[src/design/mtbc_ram.sv]
// Generic single-write, single-read RAM with registered read data.
// Stand-alone; used for the name byte and name length stores.
module mtbc_ram #(
  parameter int unsigned WIDTH = 8,
  parameter int unsigned DEPTH = 16
) (
  input  logic                                       clk_i,
  input  logic                                       we_i,
  input  logic [((DEPTH > 1) ? $clog2(DEPTH) : 1)-1:0] waddr_i,
  input  logic [WIDTH-1:0]                           wdata_i,
  input  logic [((DEPTH > 1) ? $clog2(DEPTH) : 1)-1:0] raddr_i,
  output logic [WIDTH-1:0]                           rdata_o
);

  logic [WIDTH-1:0] mem [DEPTH];
  logic [WIDTH-1:0] rdata_q;

  always_ff @(posedge clk_i) begin
    if (we_i) begin
      mem[waddr_i] <= wdata_i;
    end
    rdata_q <= mem[raddr_i];
  end

  assign rdata_o = rdata_q;

endmodule

[config.mk]
export PLATFORM = sky130hd
export DESIGN_NAME = mtbc_ram
export DESIGN_NICKNAME = d
export VERILOG_FILES = /design/src/design/mtbc_ram.sv
export SDC_FILE = /design/constraint.sdc
export NUM_CORES = 1
export LEC_CHECK = 0
export BUFFER_PORTS_ARGS = -buffer_cell sky130_fd_sc_hd__buf_2
export CAP_MARGIN = 20
export CORE_MARGIN = 8
export CORE_UTILIZATION = 45
export CTS_CLUSTER_DIAMETER = 100
export CTS_CLUSTER_SIZE = 14
export DETAILED_ROUTE_END_ITERATION = 8
export HOLD_SLACK_MARGIN = 0.12
export SETUP_SLACK_MARGIN = 0.4
export SLEW_MARGIN = 20
export SYNTH_ARGS = -nofsm -noshare
export SYNTH_HDL_FRONTEND = slang
export SYNTH_SLANG_ARGS = --single-unit
[constraint.sdc]
create_clock -name clk_i -period 3.5 [get_ports clk_i]
set_clock_uncertainty 0.15 [all_clocks]
set_input_delay 0.875 -clock clk_i [delete_from_list [all_inputs] [get_ports clk_i]]
set_output_delay 0.875 -clock clk_i [all_outputs]
set_load 0.05 [all_outputs]
==> results.sh <==
export IMPL_run_status="completed"
export IMPL_fin_cells=434
export IMPL_initialDrtViolationCount=178
export IMPL_grt_overflow_total=0
export IMPL_post_dp_cell_area_mm2=0.00549
export IMPL_p_per_area_mw_per_mm2=614
export IMPL_tightest_slew_ns=0.851
export IMPL_grt_met1_usage_pct=20.9
export IMPL_cts_tree="built"
export IMPL_nFillCells=852
export IMPL_p_total_uw=3730
export IMPL_synth_area_mm2=0.00515
export IMPL_postLayoutCellArea_mm2=0.00607
export IMPL_postCtsSetupRepairBufs=0
export IMPL_cp_max_fo=8
export IMPL_met2_usage_pct=20.8
export IMPL_synthArstFlopShare_pct=0
export IMPL_post_cts_resized=0
export IMPL_track_usage_pct=14.6
export IMPL_setup_viol=0
export IMPL_rsz0062_at_grt="no"
export IMPL_leakagePower_uw=0.00206
export IMPL_clock_path_buffers=2
export IMPL_num_vias=2437
export IMPL_clkLatencyLatePin_ns=0.41
export IMPL_ys_ff_latch=136
export IMPL_portBuffers=25
export IMPL_gp_congestion=0.808
export IMPL_yosysSeqAreaShare_pct=77.8
export IMPL_detailed_place_hpwl_mm=6.36
export IMPL_slew_violations=0
export IMPL_synth_most_common_cell="edfxtp_1"
export IMPL_num_rows=39
export IMPL_first_pass_iters=4
export IMPL_fin_setup_tns_ns=0
export IMPL_synth_main_ff_cell="edfxtp_1"
export IMPL_core_mm2=0.0113
export IMPL_grt_pass1_wl_mm=15.4
export IMPL_viasPerCell=5.62
export IMPL_detail_route_antenna_nets=0
export IMPL_clock_sinks=136
export IMPL_antenna_found_initial=0
export IMPL_cap_violations=0
export IMPL_routed_wl_mm=10.2
export IMPL_h_tree_depth=4
export IMPL_top_level_ports=26
export IMPL_maxSlewHeadroom_pct=43.2
export IMPL_placedCellCount=402
export IMPL_worstPathArrival_ns=2.16
export IMPL_synth_area_per_cell_um2=22.5
export IMPL_worstHoldPathType="reg -> reg"
export IMPL_num_antenna_cells=0
export IMPL_hold_slack_ns=0.505
export IMPL_dieHeight_um=123
export IMPL_regToRegSetupSlack_ns=1.90
export IMPL_clk_pin_slew_ns=0.06
export IMPL_syn_nets=247
export IMPL_synth_top_area_share_pct=74.7
export IMPL_finalCritPeriodShare_pct=65.1
export IMPL_cts_root_buf="clkbuf_16"
export IMPL_die_area_mm2=0.0151
export IMPL_fin_crit_ns=2.28
export IMPL_drc=0
export IMPL_yosysUniqueCellTypes=19
export IMPL_drive_gt1_share_pct=30.9
export IMPL_cp_startpoint="waddr_i[2]"
export IMPL_rr_startpoint="mem[0][0]$_DFFE_PP_"
export IMPL_synth_area_top_cells="edfxtp_1 (75%), mux4_2 (7.9%), mux4_1 (7.1%)"
export IMPL_area_delta_synth_final_pct=17.9
export IMPL_min_from="mem[4][2]$_DFFE_PP_"
export IMPL_synth_enable_flop_cells=128
export IMPL_use_met3_pct=4.16
export IMPL_synthCells=229
export IMPL_fmax_mhz=439
export IMPL_cts_hold_buffers=0
export IMPL_hold_viol=0
export IMPL_yosys_warnings=0
export IMPL_fin_nets=296
export IMPL_critPathKind="in -> reg"
export IMPL_yosys_area_top_type="edfxtp_1"
export IMPL_worstSetupEndpointType="register"
export IMPL_grt_pass1_vias=2499
export IMPL_numCtsBuffers=17
export IMPL_grt_max_degree=33
export IMPL_initial_core_util_pct=45.7
export IMPL_dieWidth_um=123
export IMPL_ir_worst_vdd_mv=0.305
export IMPL_grt_busiest_layer="met1"
export IMPL_synth_top_cells_by_count="edfxtp_1 (128), mux4_2 (18), a22oi_1 (16), mux4_1 (14), nor2_1 (13)"
export IMPL_cp_start_kind="primary input"
export IMPL_avgRoutedWirePerCell_um=23.4
export IMPL_required_ns=3.38
==> worst paths after layout <==
path / endpoint / depth (start not counted)
setup reg to reg: rdata_o[0]$_DFF_P_ / 3
setup / recovery: mem[2][2]$_DFFE_PP_ / 3
hold reg to reg: rdata_o[2]$_DFF_P_ / 3
hold / removal: rdata_o[2]$_DFF_P_ / 3
==> metrics by stage <==
step / utilization [%] / worst slack (ns)
after global placement: 48.7 / 0.777
after floorplan: - / 0.982
after global routing: 53.9 / 1.17
after CTS: 53.9 / 1.19
after detailed placement: 48.7 / 0.762
final: 53.9 / 1.22
==> sequential cells by signal, summed over array words and instances (netlist names) <==
name / count
rdata_o: 8
mem: 128
==> power breakdown <==
group	internal, µW	leakage, µW	switching, µW
combinational	70.5	0.000555	130
sequential	1820	0.00122	11.2
clock	1050	0.000281	649
==> metal layers <==
metal,wire [µm],part of all wire [%]
met4,97,0.96
met5,0,0
met2,4760,47
met3,415,4.1
met1,4880,48
==> final cells by class <==
class	instances	area [µm²]	share of cell area [%]
clock inverter	15	155	2.56
sequential	136	4000	66.0
timing repair buffer	40	250	4.12
clock buffer	17	425	7.01
multi-input combinational	83	1060	17.4
tap	143	179	2.95
==> worst max-delay path, stage by stage <==
cell    delay (ns)
buf_2         0.11
or3b_2        0.51
nor2_1        0.66
==> logic make-up after synthesis <==
logic type | count (synthesis) | synth area share, %
flops | 136 | 77.8
buf+inv | 10 | 1.68
mux | 32 | 15.0
simple gates | 35 | 3.18
compound gates | 16 | 2.33
==> placed cells by master (no fill, tap or decap) <==
cell	instances
a22oi_1	16
clkinv_4	6
nand3b_1	2
nand2_1	9
buf_4	14
buf_2	25
clkinv_2	3
dfxtp_1	8
mux4_2	18
nor2b_1	1
mux4_1	14
clkinvlp_4	2
nor3_1	4
buf_12	1
or3b_2	1
nand3_1	1
inv_6	1
and2_1	1
bufinv_16	2
edfxtp_1	128
and2b_1	1
clkinv_1	1
clkbuf_16	17
nand2b_1	2
nor2_1	13
No activity file was read; power rests on OpenSTA's default activity.
